### src/design/uart_8n1_with_rx_fifo_defines.svh
// Assertion macros used by the UART top level.
`ifndef UART_8N1_WITH_RX_FIFO_DEFINES_SVH
`define UART_8N1_WITH_RX_FIFO_DEFINES_SVH
`ifndef ASSERT_OFF
`define U8N1_ASSERT(lbl, clk, rstn, prop, msg) \
	lbl: assert property (@(posedge clk) disable iff (!(rstn)) prop) else $error(msg);
`define U8N1_ASSERT_ALWAYS(lbl, clk, prop, msg) \
	lbl: assert property (@(posedge clk) prop) else $error(msg);
`else
`define U8N1_ASSERT(lbl, clk, rstn, prop, msg)
`define U8N1_ASSERT_ALWAYS(lbl, clk, prop, msg)
`endif
`endif

### src/design/u8n1_pkg.sv
// Types and constants shared by the UART receiver, transmitter and top level.
package u8n1_pkg;

	localparam int unsigned DLY_W = 13;
	localparam int unsigned TMR_W = 14;
	localparam logic [TMR_W-1:0] TX_START_EXTRA = TMR_W'(5);

	typedef enum logic [1:0] {
		CMD_TICK  = 2'd0,
		CMD_WRITE = 2'd1,
		CMD_READ  = 2'd2,
		CMD_NONE  = 2'd3
	} cmd_t;

	typedef enum logic [2:0] {
		REG_RX_CENTER_DELAY = 3'd0,
		REG_RX_BIT_DELAY    = 3'd1,
		REG_RX_STOP_DELAY   = 3'd2,
		REG_TX_BIT_DELAY    = 3'd3,
		REG_INVERT_LOGIC    = 3'd4
	} reg_idx_t;

	typedef struct packed {
		logic [1:0] cmd;
		logic       rx_level;
		logic [7:0] tx_byte;
	} in_item_t;

	typedef struct packed {
		logic       tx_level;
		logic       write_accepted;
		logic       read_valid;
		logic [7:0] read_data;
		logic [5:0] rx_count;
		logic       overflow;
	} out_item_t;

	typedef struct packed {
		logic [DLY_W-1:0] rx_center_delay;
		logic [DLY_W-1:0] rx_bit_delay;
		logic [DLY_W-1:0] rx_stop_delay;
		logic [DLY_W-1:0] tx_bit_delay;
		logic             invert_logic;
	} cfg_t;

	typedef struct packed {
		logic       push;
		logic [7:0] data;
	} rx_push_t;

	typedef struct packed {
		logic accepted;
		logic level;
	} tx_status_t;

endpackage

### src/design/u8n1_rx.sv
// Receive deserializer: start detection, bit sampling and stop wait, one step per tick.
module u8n1_rx (
	input  logic            clk,
	input  logic            arst_n,
	input  logic            en,
	input  logic            level,
	input  u8n1_pkg::cfg_t  cfg,
	output u8n1_pkg::rx_push_t rx_out
);
	import u8n1_pkg::*;

	typedef enum logic [1:0] {
		RX_IDLE = 2'd0,
		RX_DATA = 2'd1,
		RX_STOP = 2'd2
	} rx_phase_t;

	rx_phase_t        phase_q, phase_d;
	logic [TMR_W-1:0] timer_q, timer_d;
	logic [7:0]       shift_q, shift_d;
	logic [2:0]       idx_q, idx_d;

	always_comb begin
		phase_d = phase_q;
		timer_d = timer_q;
		shift_d = shift_q;
		idx_d   = idx_q;
		rx_out.push = 1'b0;
		rx_out.data = cfg.invert_logic ? ~shift_q : shift_q;
		if (phase_q == RX_IDLE) begin
			if (cfg.rx_stop_delay != '0 && level == cfg.invert_logic) begin
				phase_d = RX_DATA;
				timer_d = TMR_W'(cfg.rx_center_delay) + TMR_W'(cfg.rx_bit_delay);
				shift_d = '0;
				idx_d   = '0;
			end
		end else if (timer_q != '0) begin
			timer_d = timer_q - 1'b1;
		end else if (phase_q == RX_DATA) begin
			if (level) begin
				shift_d[idx_q] = 1'b1;
			end
			if (idx_q == 3'd7) begin
				idx_d   = '0;
				phase_d = RX_STOP;
				timer_d = TMR_W'(cfg.rx_stop_delay);
			end else begin
				idx_d   = idx_q + 1'b1;
				timer_d = TMR_W'(cfg.rx_bit_delay);
			end
		end else begin
			// End of the stop wait: hand the byte to the FIFO and go idle.
			rx_out.push = en;
			phase_d     = RX_IDLE;
			timer_d     = '0;
		end
	end

	always_ff @(posedge clk or negedge arst_n) begin
		if (!arst_n) begin
			phase_q <= RX_IDLE;
			timer_q <= '0;
			shift_q <= '0;
			idx_q   <= '0;
		end else if (en) begin
			phase_q <= phase_d;
			timer_q <= timer_d;
			shift_q <= shift_d;
			idx_q   <= idx_d;
		end
	end

endmodule

### src/design/u8n1_tx.sv
// Transmit serializer: start bit, eight data bits LSB first and an idle gap.
module u8n1_tx (
	input  logic               clk,
	input  logic               arst_n,
	input  logic               en,
	input  logic               write_req,
	input  logic [7:0]         tx_byte,
	input  u8n1_pkg::cfg_t     cfg,
	output u8n1_pkg::tx_status_t tx_out
);
	import u8n1_pkg::*;

	typedef enum logic [1:0] {
		TX_IDLE  = 2'd0,
		TX_START = 2'd1,
		TX_DATA  = 2'd2,
		TX_GAP   = 2'd3
	} tx_phase_t;

	tx_phase_t        phase_q, phase_d;
	logic [TMR_W-1:0] timer_q, timer_d;
	logic [7:0]       shift_q, shift_d;
	logic [2:0]       idx_q, idx_d;
	logic [TMR_W-1:0] reload;
	logic             bit_lvl;

	// A zero bit delay mid-frame still lets each remaining bit last one tick.
	assign reload = (cfg.tx_bit_delay != '0) ? TMR_W'(cfg.tx_bit_delay) : TMR_W'(1);

	always_comb begin
		phase_d = phase_q;
		timer_d = timer_q;
		shift_d = shift_q;
		idx_d   = idx_q;
		tx_out.accepted = 1'b0;
		if (write_req && phase_q == TX_IDLE && cfg.tx_bit_delay != '0) begin
			phase_d = TX_START;
			timer_d = TMR_W'(cfg.tx_bit_delay) + TX_START_EXTRA;
			shift_d = tx_byte;
			idx_d   = '0;
			tx_out.accepted = 1'b1;
		end else if (phase_q != TX_IDLE) begin
			if (timer_q > TMR_W'(1)) begin
				timer_d = timer_q - 1'b1;
			end else begin
				case (phase_q)
					TX_START: begin
						phase_d = TX_DATA;
						idx_d   = '0;
						timer_d = reload;
					end
					TX_DATA: begin
						if (idx_q == 3'd7) begin
							idx_d   = '0;
							phase_d = TX_GAP;
						end else begin
							idx_d = idx_q + 1'b1;
						end
						timer_d = reload;
					end
					default: begin
						phase_d = TX_IDLE;
						timer_d = '0;
					end
				endcase
			end
		end
	end

	always_comb begin
		case (phase_d)
			TX_START: bit_lvl = 1'b0;
			TX_DATA:  bit_lvl = shift_d[idx_d];
			default:  bit_lvl = 1'b1;
		endcase
		tx_out.level = bit_lvl ^ cfg.invert_logic;
	end

	always_ff @(posedge clk or negedge arst_n) begin
		if (!arst_n) begin
			phase_q <= TX_IDLE;
			timer_q <= '0;
			shift_q <= '0;
			idx_q   <= '0;
		end else if (en) begin
			phase_q <= phase_d;
			timer_q <= timer_d;
			shift_q <= shift_d;
			idx_q   <= idx_d;
		end
	end

endmodule

### src/design/uart_8n1_with_rx_fifo.sv
// Top level of the 8N1 UART with its receive FIFO and register port.
//
// Usage: every item on the input channel (item, item_valid, item_stall) is one
// oversampling tick of the serial line. It carries the sampled receive level and
// a command: a plain tick, a byte to transmit, or a read from the receive FIFO.
// Each accepted item produces exactly one result item on the output channel
// (result, result_valid, result_stall) with the transmit level, the write and
// read status, the popped byte, the FIFO fill and the sticky overflow flag.
// The result of an item is registered at the edge that accepts it. The block
// takes one item every clock while item_stall is low; the FIFO memory has a
// single registered read port and one write port, and a pop and a push in the
// same tick always address different entries, so no interlock is needed.
// When the receiver stalls, the waiting result moves to a skid register and one
// more item is still taken; item_stall rises only while the skid register is
// full and drops as soon as the output side takes a result.
// Reset clears the FIFO pointers, the overflow flag, both serial state machines
// and all delay registers, which disables both directions until they are set.
// The FIFO memory is not cleared; an entry is only read after it is written.
// The user must write delay registers via APB only while idle; it is not enforced.
`include "uart_8n1_with_rx_fifo_defines.svh"
module uart_8n1_with_rx_fifo #(
	parameter int unsigned FIFO_DEPTH = 64
) (
	input  logic                 clk,
	input  logic                 arst_n,
	input  logic                 psel,
	input  logic                 penable,
	input  logic                 pwrite,
	input  logic [4:0]           paddr,
	input  logic [31:0]          pwdata,
	output logic [31:0]          prdata,
	output logic                 pready,
	input  logic                 item_valid,
	output logic                 item_stall,
	input  u8n1_pkg::in_item_t   item,
	output logic                 result_valid,
	input  logic                 result_stall,
	output u8n1_pkg::out_item_t  result
);
	import u8n1_pkg::*;

	localparam int unsigned AW = (FIFO_DEPTH > 1) ? $clog2(FIFO_DEPTH) : 1;
	localparam logic [AW-1:0] LAST_IDX = AW'(FIFO_DEPTH - 1);
	localparam logic [AW:0]   DEPTH_W  = (AW+1)'(FIFO_DEPTH);

	// Configuration registers.
	cfg_t     cfg_q;
	reg_idx_t reg_sel;
	logic     cfg_wr;

	assign pready  = 1'b1;
	assign reg_sel = reg_idx_t'(paddr[4:2]);
	assign cfg_wr  = psel && penable && pwrite && pready;

	always_ff @(posedge clk or negedge arst_n) begin
		if (!arst_n) begin
			cfg_q <= '0;
		end else if (cfg_wr) begin
			case (reg_sel)
				REG_RX_CENTER_DELAY: cfg_q.rx_center_delay <= pwdata[DLY_W-1:0];
				REG_RX_BIT_DELAY:    cfg_q.rx_bit_delay    <= pwdata[DLY_W-1:0];
				REG_RX_STOP_DELAY:   cfg_q.rx_stop_delay   <= pwdata[DLY_W-1:0];
				REG_TX_BIT_DELAY:    cfg_q.tx_bit_delay    <= pwdata[DLY_W-1:0];
				REG_INVERT_LOGIC:    cfg_q.invert_logic    <= pwdata[0];
				default: ;
			endcase
		end
	end

	always_comb begin
		case (reg_sel)
			REG_RX_CENTER_DELAY: prdata = 32'(cfg_q.rx_center_delay);
			REG_RX_BIT_DELAY:    prdata = 32'(cfg_q.rx_bit_delay);
			REG_RX_STOP_DELAY:   prdata = 32'(cfg_q.rx_stop_delay);
			REG_TX_BIT_DELAY:    prdata = 32'(cfg_q.tx_bit_delay);
			REG_INVERT_LOGIC:    prdata = 32'(cfg_q.invert_logic);
			default:             prdata = '0;
		endcase
	end

	// Input handshake and the output stage with its skid register.
	out_item_t res_s1, skid_q, res_d, res_out_s1;
	logic      vld_s1, skid_vld_q;
	logic      accept;

	assign item_stall   = skid_vld_q;
	assign accept       = item_valid && !item_stall;
	assign result_valid = vld_s1 || skid_vld_q;

	// Serial engines; both advance exactly once per accepted item.
	rx_push_t   rx_out;
	tx_status_t tx_out;

	u8n1_rx u_rx (
		.clk    (clk),
		.arst_n (arst_n),
		.en     (accept),
		.level  (item.rx_level),
		.cfg    (cfg_q),
		.rx_out (rx_out)
	);

	u8n1_tx u_tx (
		.clk       (clk),
		.arst_n    (arst_n),
		.en        (accept),
		.write_req (accept && item.cmd == CMD_WRITE),
		.tx_byte   (item.tx_byte),
		.cfg       (cfg_q),
		.tx_out    (tx_out)
	);

	// Receive FIFO: a ring of FIFO_DEPTH entries that holds at most one less.
	logic [7:0]    rx_mem_q [FIFO_DEPTH];
	logic [7:0]    rd_s1;
	logic [AW-1:0] head_q, tail_q, head_d, tail_d, head_inc, tail_inc;
	logic          overflow_q, overflow_d;
	logic          pop, mem_wr;
	logic [AW:0]   fill;

	assign head_inc = (head_q == LAST_IDX) ? '0 : head_q + 1'b1;
	assign tail_inc = (tail_q == LAST_IDX) ? '0 : tail_q + 1'b1;

	// The pop is ordered ahead of the push, so fullness is judged on the new head.
	assign pop        = accept && item.cmd == CMD_READ && head_q != tail_q;
	assign head_d     = pop ? head_inc : head_q;
	assign mem_wr     = rx_out.push && tail_inc != head_d;
	assign tail_d     = mem_wr ? tail_inc : tail_q;
	assign overflow_d = overflow_q || (rx_out.push && tail_inc == head_d);

	assign fill = (tail_d >= head_d)
		? ({1'b0, tail_d} - {1'b0, head_d})
		: ({1'b0, tail_d} + DEPTH_W - {1'b0, head_d});

	always_ff @(posedge clk or negedge arst_n) begin
		if (!arst_n) begin
			head_q     <= '0;
			tail_q     <= '0;
			overflow_q <= 1'b0;
		end else if (accept) begin
			head_q     <= head_d;
			tail_q     <= tail_d;
			overflow_q <= overflow_d;
		end
	end

	always_ff @(posedge clk) begin
		if (mem_wr) begin
			rx_mem_q[tail_q] <= rx_out.data;
		end
	end

	// Read data is held until the next pop, so a stalled result keeps its byte.
	always_ff @(posedge clk) begin
		if (pop) begin
			rd_s1 <= rx_mem_q[head_q];
		end
	end

	// Result of the item being accepted; the popped byte joins it from the read register.
	always_comb begin
		res_d.tx_level       = tx_out.level;
		res_d.write_accepted = tx_out.accepted;
		res_d.read_valid     = pop;
		res_d.read_data      = '0;
		res_d.rx_count       = 6'(fill);
		res_d.overflow       = overflow_d;
	end

	always_comb begin
		res_out_s1 = res_s1;
		res_out_s1.read_data = res_s1.read_valid ? rd_s1 : 8'h00;
	end

	assign result = skid_vld_q ? skid_q : res_out_s1;

	always_ff @(posedge clk or negedge arst_n) begin
		if (!arst_n) begin
			vld_s1     <= 1'b0;
			skid_vld_q <= 1'b0;
		end else if (skid_vld_q) begin
			if (!result_stall) begin
				skid_vld_q <= 1'b0;
			end
		end else if (accept) begin
			vld_s1 <= 1'b1;
			if (vld_s1 && result_stall) begin
				skid_vld_q <= 1'b1;
			end
		end else if (vld_s1 && !result_stall) begin
			vld_s1 <= 1'b0;
		end
	end

	always_ff @(posedge clk) begin
		if (accept) begin
			res_s1 <= res_d;
			if (vld_s1 && result_stall) begin
				skid_q <= res_out_s1;
			end
		end
	end

	// The skid register only ever holds an older result than the output stage.
	`U8N1_ASSERT(a_skid_behind_s1, clk, arst_n, skid_vld_q |-> vld_s1, "skid full without stage")
	// Input stalls only while a result is waiting on the output.
	`U8N1_ASSERT(a_stall_has_result, clk, arst_n, item_stall |-> result_valid, "stall with no result")
	// Overflow is sticky until reset.
	`U8N1_ASSERT(a_overflow_sticky, clk, arst_n, overflow_q |=> overflow_q, "overflow flag cleared")
	// Ring pointers stay inside the memory for any depth.
	`U8N1_ASSERT(a_ptr_range, clk, arst_n, (head_q <= LAST_IDX) && (tail_q <= LAST_IDX), "FIFO pointer out of range")
	// A pop and a push never address the same entry in one cycle.
	`U8N1_ASSERT(a_no_rw_clash, clk, arst_n, (pop && mem_wr) |-> (head_q != tail_q), "FIFO read and write clash")

endmodule

### config.mk
export PLATFORM = sky130hd
export DESIGN_NAME = uart_8n1_with_rx_fifo
export DESIGN_NICKNAME = d
export VERILOG_FILES = /design/src/design/u8n1_pkg.sv /design/src/design/u8n1_rx.sv /design/src/design/u8n1_tx.sv /design/src/design/uart_8n1_with_rx_fifo.sv
export VERILOG_INCLUDE_DIRS = /design/src /design/src/design
export SDC_FILE = /design/constraint.sdc
export NUM_CORES = 1
export LEC_CHECK = 0
export ABC_AREA = 1
export BUFFER_PORTS_ARGS = -buffer_cell sky130_fd_sc_hd__buf_2
export CAP_MARGIN = 5
export CORE_MARGIN = 8
export CORE_UTILIZATION = 65
export CTS_CLUSTER_SIZE = 25
export DETAILED_ROUTE_END_ITERATION = 16
export HOLD_SLACK_MARGIN = 0.12
export PLACE_DENSITY = 0.83
export SLEW_MARGIN = 40
export SYNTH_ARGS = -nofsm -noshare
export SYNTH_HDL_FRONTEND = slang
export SYNTH_SLANG_ARGS = --single-unit
### constraint.sdc
create_clock -name clk -period 5.5 [get_ports clk]
set_input_delay 0.275 -clock clk [delete_from_list [all_inputs] [get_ports clk]]
set_output_delay 0.275 -clock clk [all_outputs]
set_load 0.005 [all_outputs]
==> impl_metrics.toml, run 1 <==
[run_status]
status = "completed"

[worst_setup_path]
r2r_start = "item_stall$_DFF_PN0_"
cp_slowest_cell = "dfrtp_1"
crit_chain = "inv_2, nand2_2, nor2_4, nand2_4, inv_2, nand2_2, nand2_2, nand2_1, nand2_2, nor2_4, nand2_4, nand2_8, o21ai_1, inv_1, ha_1, nand2_1, o21ai_0, a21o_1, a21oi_1, xnor2_1, nand3_2, nand2_1, inv_1"
rrSetupSlack_ns = 0.99
crit_path_end_kind = "register"
crit_top_cell = "nand2_2"
crit_path_max_incr_delay_ns = 0.68
r2r-end = "res_out_s1[6]$_DFFE_PP_"
critPathKind = "reg -> reg"
worstPathRequired_ns = 5.87
path_max_fanout = 29
reg2reg_depth = 23
cp.arrival_ns = 4.87
critPathLaunchType = "register"

[global_routing]
grt_use_total_pct = 29.06
grt-ovfl-total = 0
grt_max_degree = 193
antenna_found_initial = 2
grt_pass1_wl_um = 122000
grt_pass1_vias = 22092

[power_and_ir_drop]
p_sw_mw = 5.677
sw_frac_of_total_pct = 36.67
p_clk_share_pct = 28.9
power_frac_seq_pct = 40.8
p_leak_nw = 12.31
ir_drop_v = 0.0003917
power.internal_mw = 9.805
total_power_mw = 15.48
p_comb_share_pct = 30.3
cellPowerDensity_nw_per_um2 = 463.4

[cts]
cts.sinks = 670
cts_buffers = 69
tritoncts = "done"
clockBufferDepth = 3
clkLatencyLatePin_ns = 0.62
cts_max_level = 3
clk_pin_slew_ns = 0.06
cts_root_buf = "clkbuf_16"

[hold_path]
min_to = "head_q[0]$_DFFE_PN0P_"
hp-start = "item_valid"
hold_class = "in -> reg"
hold_depth = 5

[placement]
port_buffers = 66
dpl.cell_count = 3398
dpl_cell_area_um2 = 30950
dpl.hpwl_um = 47280
pre_cts_ws_ns = 1.024
gp_congestion = 0.9321

[timing]
min_period_ns = 4.505
slew_headroom_pct = 40.59
tightestPinTransition_ns = 0.8911
fin_setup_tns_ns = 0
fmaxAchievable_mhz = 222.0
grt_setup_unrepaired = "false"
finClkSkew_ns = 0.02164
setup-violations-final = 0
fin_hold_ws_ns = 0.1655
hold_viol = 0
finalCritPeriodShare_pct = 81.92
fin_ws_ns = 0.9945
drv_slew = 0

[layout]
syn2layout_area_growth_pct = 11.09
post-route-util_pct = 72.38
stdcell_area_um2 = 33410
nets = 2981
stdcell_count = 3553
drive_gt1_share_pct = 9.542

[flow_run]
max_cap_viol_count = 0

[yosys]
synth_top_area_share_pct = 54.71
yosys.area.top_type = "edfxtp_1"
yosysSeqAreaShare_pct = 64.86
ys_warn_count = 0
synth_cell_types = 54
synth_edf_count = 548
synth.avg_cell_area_um2 = 10.58
syn_inst = 2844
ys_seq_elements = 670
async_reset_ff_share_pct = 18.21
ys_top_cells_by_area = "edfxtp_1 (55%), dfrtp_1 (10%), o21ai_0 (8.0%)"
syn_area_um2 = 30080
synthFlopType = "edfxtp_1"

[drt]
wl_um = 79520
drt-wirelength-per-cell_um = 22.38
ant_nets = 0
vias = 22798
via_per_inst = 6.417
drtIter0Drc = 3266
firstDrtPassIters = 8
drc_errors = 0

[floorplanning]
die_height_um = 231.1
die_area_um2 = 53410
num_rows = 79
start_util_pct = 65.16
core-area_um2 = 46160
pin_count = 108
die-width_um = 231.1
[flip-flops by register name, indices dropped and copies added (netlist names), 10 cells and up]
signal        flops
cfg_q            53
u_rx.timer_q     14
res_out_s1       10
skid_q           18
rx_mem_q        512
u_tx.timer_q     14
[how the worst max path moves through the flow]
stage / start / end / cells past startpoint
2_1_floorplan: item_stall$_DFF_PN0_ / res_out_s1[6]$_DFFE_PP_ / 24
3_3_place_gp: head_q[0]$_DFFE_PN0P_ / res_out_s1[6]$_DFFE_PP_ / 25
3_5_place_dp: item_stall$_DFF_PN0_ / res_out_s1[6]$_DFFE_PP_ / 23
4_1_cts: item_stall$_DFF_PN0_ / res_out_s1[6]$_DFFE_PP_ / 23
5_1_grt: item_stall$_DFF_PN0_ / res_out_s1[6]$_DFFE_PP_ / 23
6_report: item_stall$_DFF_PN0_ / res_out_s1[6]$_DFFE_PP_ / 23
[synthesized netlist by cell type (9+ instances only)]
library cell / instances
a21oi_1: 48
a22oi_1: 15
a31oi_1: 17
buf_2: 11
buf_4: 22
clkbuf_1: 134
dfrtp_1: 122
edfxtp_1: 548
ha_1: 34
inv_1: 138
inv_2: 12
nand2_1: 336
nand2_2: 16
nand3_1: 85
nand4_1: 11
nor2_1: 479
nor2_2: 9
nor3_1: 38
nor4_1: 9
o21ai_0: 483
o22ai_1: 169
xnor2_1: 10
xor2_1: 27
[cells in the final DEF (no fill, tap or decap), types with 12 or more instances in the layout]
| cell | n |
|---|---|
| nand2_2 | 16 |
| o22ai_1 | 169 |
| inv_1 | 137 |
| o21ai_0 | 483 |
| nand3_1 | 85 |
| clkinv_1 | 19 |
| a31oi_1 | 17 |
| dfrtp_1 | 119 |
| ha_1 | 34 |
| nor3_1 | 35 |
| inv_2 | 12 |
| buf_4 | 34 |
| a21oi_1 | 47 |
| nand2_1 | 336 |
| dlygate4sd3_1 | 28 |
| xor2_1 | 19 |
| edfxtp_1 | 548 |
| nor2_1 | 476 |
| clkinv_2 | 14 |
| conb_1 | 20 |
| a22oi_1 | 15 |
| buf_2 | 65 |
| nor2_2 | 12 |
| clkbuf_16 | 69 |
[layer usage]
| layer | GRT usage (%) | vias up | routed length, µm |
|---|---|---|---|
| met3 | 5.942 | 243 | 8154 |
| met4 | 12.93 | 2 | 3553 |
| met1 | 37.44 | 10911 | 29370 |
| met5 | 0 | - | 13 |
| li1 | - | 10171 | - |
| met2 | 47.67 | 1471 | 38430 |
[power by group through the flow]
stage               clock, mW  sequential, mW  combinational [mW]
CTS                      4.49            6.31                4.54
floorplan                   0            6.24                3.07
finish                   4.47            6.32                4.69
detailed placement          0            6.41                4.47
global placement            0            6.39                4.31
global route             4.69            6.35                5.04
[final cells by class]
type                       instances  area (µm²)
sequential                       670       19520
antenna                            1       2.502
inverter                         151       574.3
timing repair buffer             131       917.1
tap                              607       759.5
multi-input combinational       1867        9487
fill                            2980       12750
clock buffer                      76        1763
clock inverter                    50       391.6
[worst max-delay path: cells and delay by family, from the launching register on]
family | cells | cell delay, ns
AOI/OAI and AO/OA | 4 | 0.91
DFF | 1 | 0.68
buffers and inverters | 4 | 0.72
and+or+nand+nor | 13 | 1.39
xor gates and xnor gates | 1 | 0.25
adders and majority gates | 1 | 0.30
[what timing repair did]
action / 4_1_cts / 5_1_grt
gates resized for setup: 0 / 0
hold buffers: 28 / 0
setup buffers: 0 / 0
endpoints found under the hold margin: 141 / 0
[kinds of logic after synthesis]
kind of cell / share of synthesized area (%)
compound gates: 14.06
xor+xnor: 1.077
buf+inv: 4.422
fa+ha+maj: 1.547
simple gates: 14.01
other cells: 0.02497
flops: 64.86
(Power assumes the default switching activity.)
==> run 2, diff against run 1 <==
- ABC_AREA: 1 -> 0
- CORE_UTILIZATION: 65 -> 56
- PLACE_DENSITY: 0.83 -> 0.76
- clock period: 5.5 -> 3.7 ns (I/O delays scaled with it)
==> run 2 against run 1 <==
Sequential share of layout area fell by 2.3 points. Non-clock buffer count rose by 105. Maximum frequency rose by 22%. Routed wire length fell by 11%. Clock power rose by 53%. Utilization fell by 6.3 points. Worst hold slack improved by 0.0030 ns. Count of clock-buffer cells in the layout rose by 5. Critical path depth fell by 7. First-iteration DRC count fell by 44%. Sequential power rose by 51%. Critical path type unchanged. Largest cell class unchanged.
==> impl_metrics.toml, run 2 <==
[run_status]
status = "completed"

[yosys]
yosys.cell_count.top_type = "edfxtp_1"
synth_top_area_share_pct = 55.04
yosys.area.top_type = "edfxtp_1"
ys_seq_elements = 670
synth_edf_count = 548
ys_warn_count = 0
synth.avg_cell_area_um2 = 14.44
synthFlopType = "edfxtp_1"
synth_cell_types = 80
ys_top_cells_by_area = "edfxtp_1 (55%), dfrtp_1 (10%), mux4_2 (6.3%)"
yosysSeqAreaShare_pct = 65.25
yosys-top-cells-count = "edfxtp_1 (548), nor2_1 (200), mux2i_1 (146)"
syn_inst = 2071
syn_area_um2 = 29900
async_reset_ff_share_pct = 18.21

[floorplanning]
die-width_um = 247.1
die_height_um = 247.1
die_area_um2 = 61040
start_util_pct = 56.78
core-area_um2 = 52660
num_rows = 84
pin_count = 108

[layout]
top_regs = "rx_mem_q: 512 flops, cfg_q: 53 flops, skid_q: 18 flops"
stdcell_area_um2 = 34780
stdcell_count = 3015
drive_gt1_share_pct = 24.59
largest_reg_flops = 512
syn2layout_area_growth_pct = 16.32
post-route-util_pct = 66.05
nets = 2363
n_fill_cell = 3552
layout_commonest_cell = "edfxtp_1"
layout_common_cells = "edfxtp_1 (548), nor2_1 (171), mux2i_1 (146), buf_4 (128), nand2_1 (126)"
largest-register = "rx_mem_q"

[timing]
slew_headroom_pct = 42.25
finClkSkew_ns = 0.02259
drv_slew = 0
fin_ws_ns = 0.01182
grt_setup_unrepaired = "true"
fmaxAchievable_mhz = 271.1
fin_hold_ws_ns = 0.1685
hold_viol = 0
setup-violations-final = 0
finalCritPeriodShare_pct = 99.68
min_period_ns = 3.688
tightestPinTransition_ns = 0.8631
fin_setup_tns_ns = 0

[global_routing]
grt_pass1_vias = 18514
grt_max_degree = 88
grt_use_total_pct = 23.06
grt_pass1_wl_um = 109100
grt-ovfl-total = 0
antenna_found_initial = 2

[placement]
dpl_cell_area_um2 = 31870
port_buffers = 66
dpl.cell_count = 2849
gp_congestion = 0.9035
pre_cts_ws_ns = -0.2052
dpl.hpwl_um = 46440

[power_and_ir_drop]
total_power_mw = 22.92
p_leak_nw = 12.75
cellPowerDensity_nw_per_um2 = 659.0
ir_drop_v = 0.0006139

[drt]
firstDrtPassIters = 7
drt-wirelength-per-cell_um = 23.58
drc_errors = 0
vias = 18650
ant_nets = 0
drtIter0Drc = 1832
wl_um = 71080
via_per_inst = 6.186

[worst_setup_path]
worstPathRequired_ns = 4.04
cp_num_buf_inv = 3
cp.arrival_ns = 4.03
path_max_fanout = 6
critPathLaunchType = "register"
rrSetupSlack_ns = 0.01
cp_slowest_cell = "dfrtp_4"
crit_path_max_incr_delay_ns = 0.51
crit_path_end_kind = "register"
crit_chain = "xnor2_2, nand4_1, o21ai_2, xnor3_1, a2111oi_4, a31oi_4, buf_6, buf_6, a21oi_1, a21oi_2, ha_1, inv_1, o21bai_1, a21oi_1, xnor2_1, xnor2_1"
path_delay_family = "compound AO/OA/AOI/OAI gates"
critPathKind = "reg -> reg"

[cts]
cts_root_buf = "clkbuf_16"
clk_pin_slew_ns = 0.06
cts_buffers = 69
clkLatencyLatePin_ns = 0.62
tritoncts = "done"
clockBufferDepth = 3
cts.sinks = 670
cts_max_level = 3

[flow_run]
max_cap_viol_count = 0

[hold_path]
hold_class = "in -> async"
-- run 2: logic make-up (layout without fill, tap and decap cells) --
family / count (synthesis) / after routing / synth area share, %
compound gates: 355 / 355 / 7.617
xor+xnor: 47 / 47 / 1.469
fa+ha+maj: 36 / 36 / 1.557
buf+inv: 165 / 402 / 2.394
flops: 670 / 670 / 65.25
mux: 309 / 309 / 14.19
other cells: 2 / 21 / 0.02512
simple gates: 487 / 487 / 7.495
-- run 2: final timing paths --
path | start | endpoint | cells after the start
setup / recovery | head_q[0]$_DFFE_PN0P_ | res_out_s1[6]$_DFFE_PP_ | 16
hold / removal | arst_n | head_q[2]$_DFFE_PN0P_ | 2
setup reg to reg | head_q[0]$_DFFE_PN0P_ | res_out_s1[6]$_DFFE_PP_ | 16
hold reg to reg | res_out_s1[5]$_DFFE_PP_ | skid_q[5]$_DFFE_PP_ | 0
max in group asynchronous | arst_n | cfg_q[37]$_DFFE_PN0P_ | 3
min in group clk | pwrite | cfg_q[0]$_DFFE_PN0P_ | 4
-- run 2: where the power goes --
part	switching, mW	internal [mW]	total [mW]	leakage (nW)
Combinational	3.78	2.76	6.55	5.13
Clock	2.91	3.94	6.85	1.09
Sequential	0.475	9.05	9.52	6.53
Total	7.17	15.8	22.9	12.8
-- run 2: final cells by class --
class / instances / area, µm² / area share [%]
antenna: 1 / 2.502 / 0.007196
clock buffer: 81 / 1802 / 5.181
multi-input combinational: 1254 / 10180 / 29.28
inverter: 41 / 156.4 / 0.4497
sequential: 670 / 19520 / 56.13
timing repair buffer: 236 / 1822 / 5.238
clock inverter: 44 / 431.7 / 1.241
tap: 688 / 860.8 / 2.475
-- run 2: per-layer routing --
| layer | vias up | share of wire, % | global-route usage, % |
|---|---|---|---|
| li1 | 8319 | - | - |
| met1 | 9343 | 42 | 31.87 |
| met2 | 859 | 48 | 36.32 |
| met3 | 127 | 8.3 | 5.265 |
| met4 | 2 | 2.5 | 7.101 |
| met5 | - | 0.018 | 0.5714 |
-- run 2: repair_timing --
item                                    4_1_cts  5_1_grt
endpoints found under the setup margin        3      294
gates resized for setup                      29       35
hold endpoints to repair                    113        0
gates cloned                                  0        1
pin swaps                                    15       26
buffers inserted                              9        6
hold buffers                                 25        0
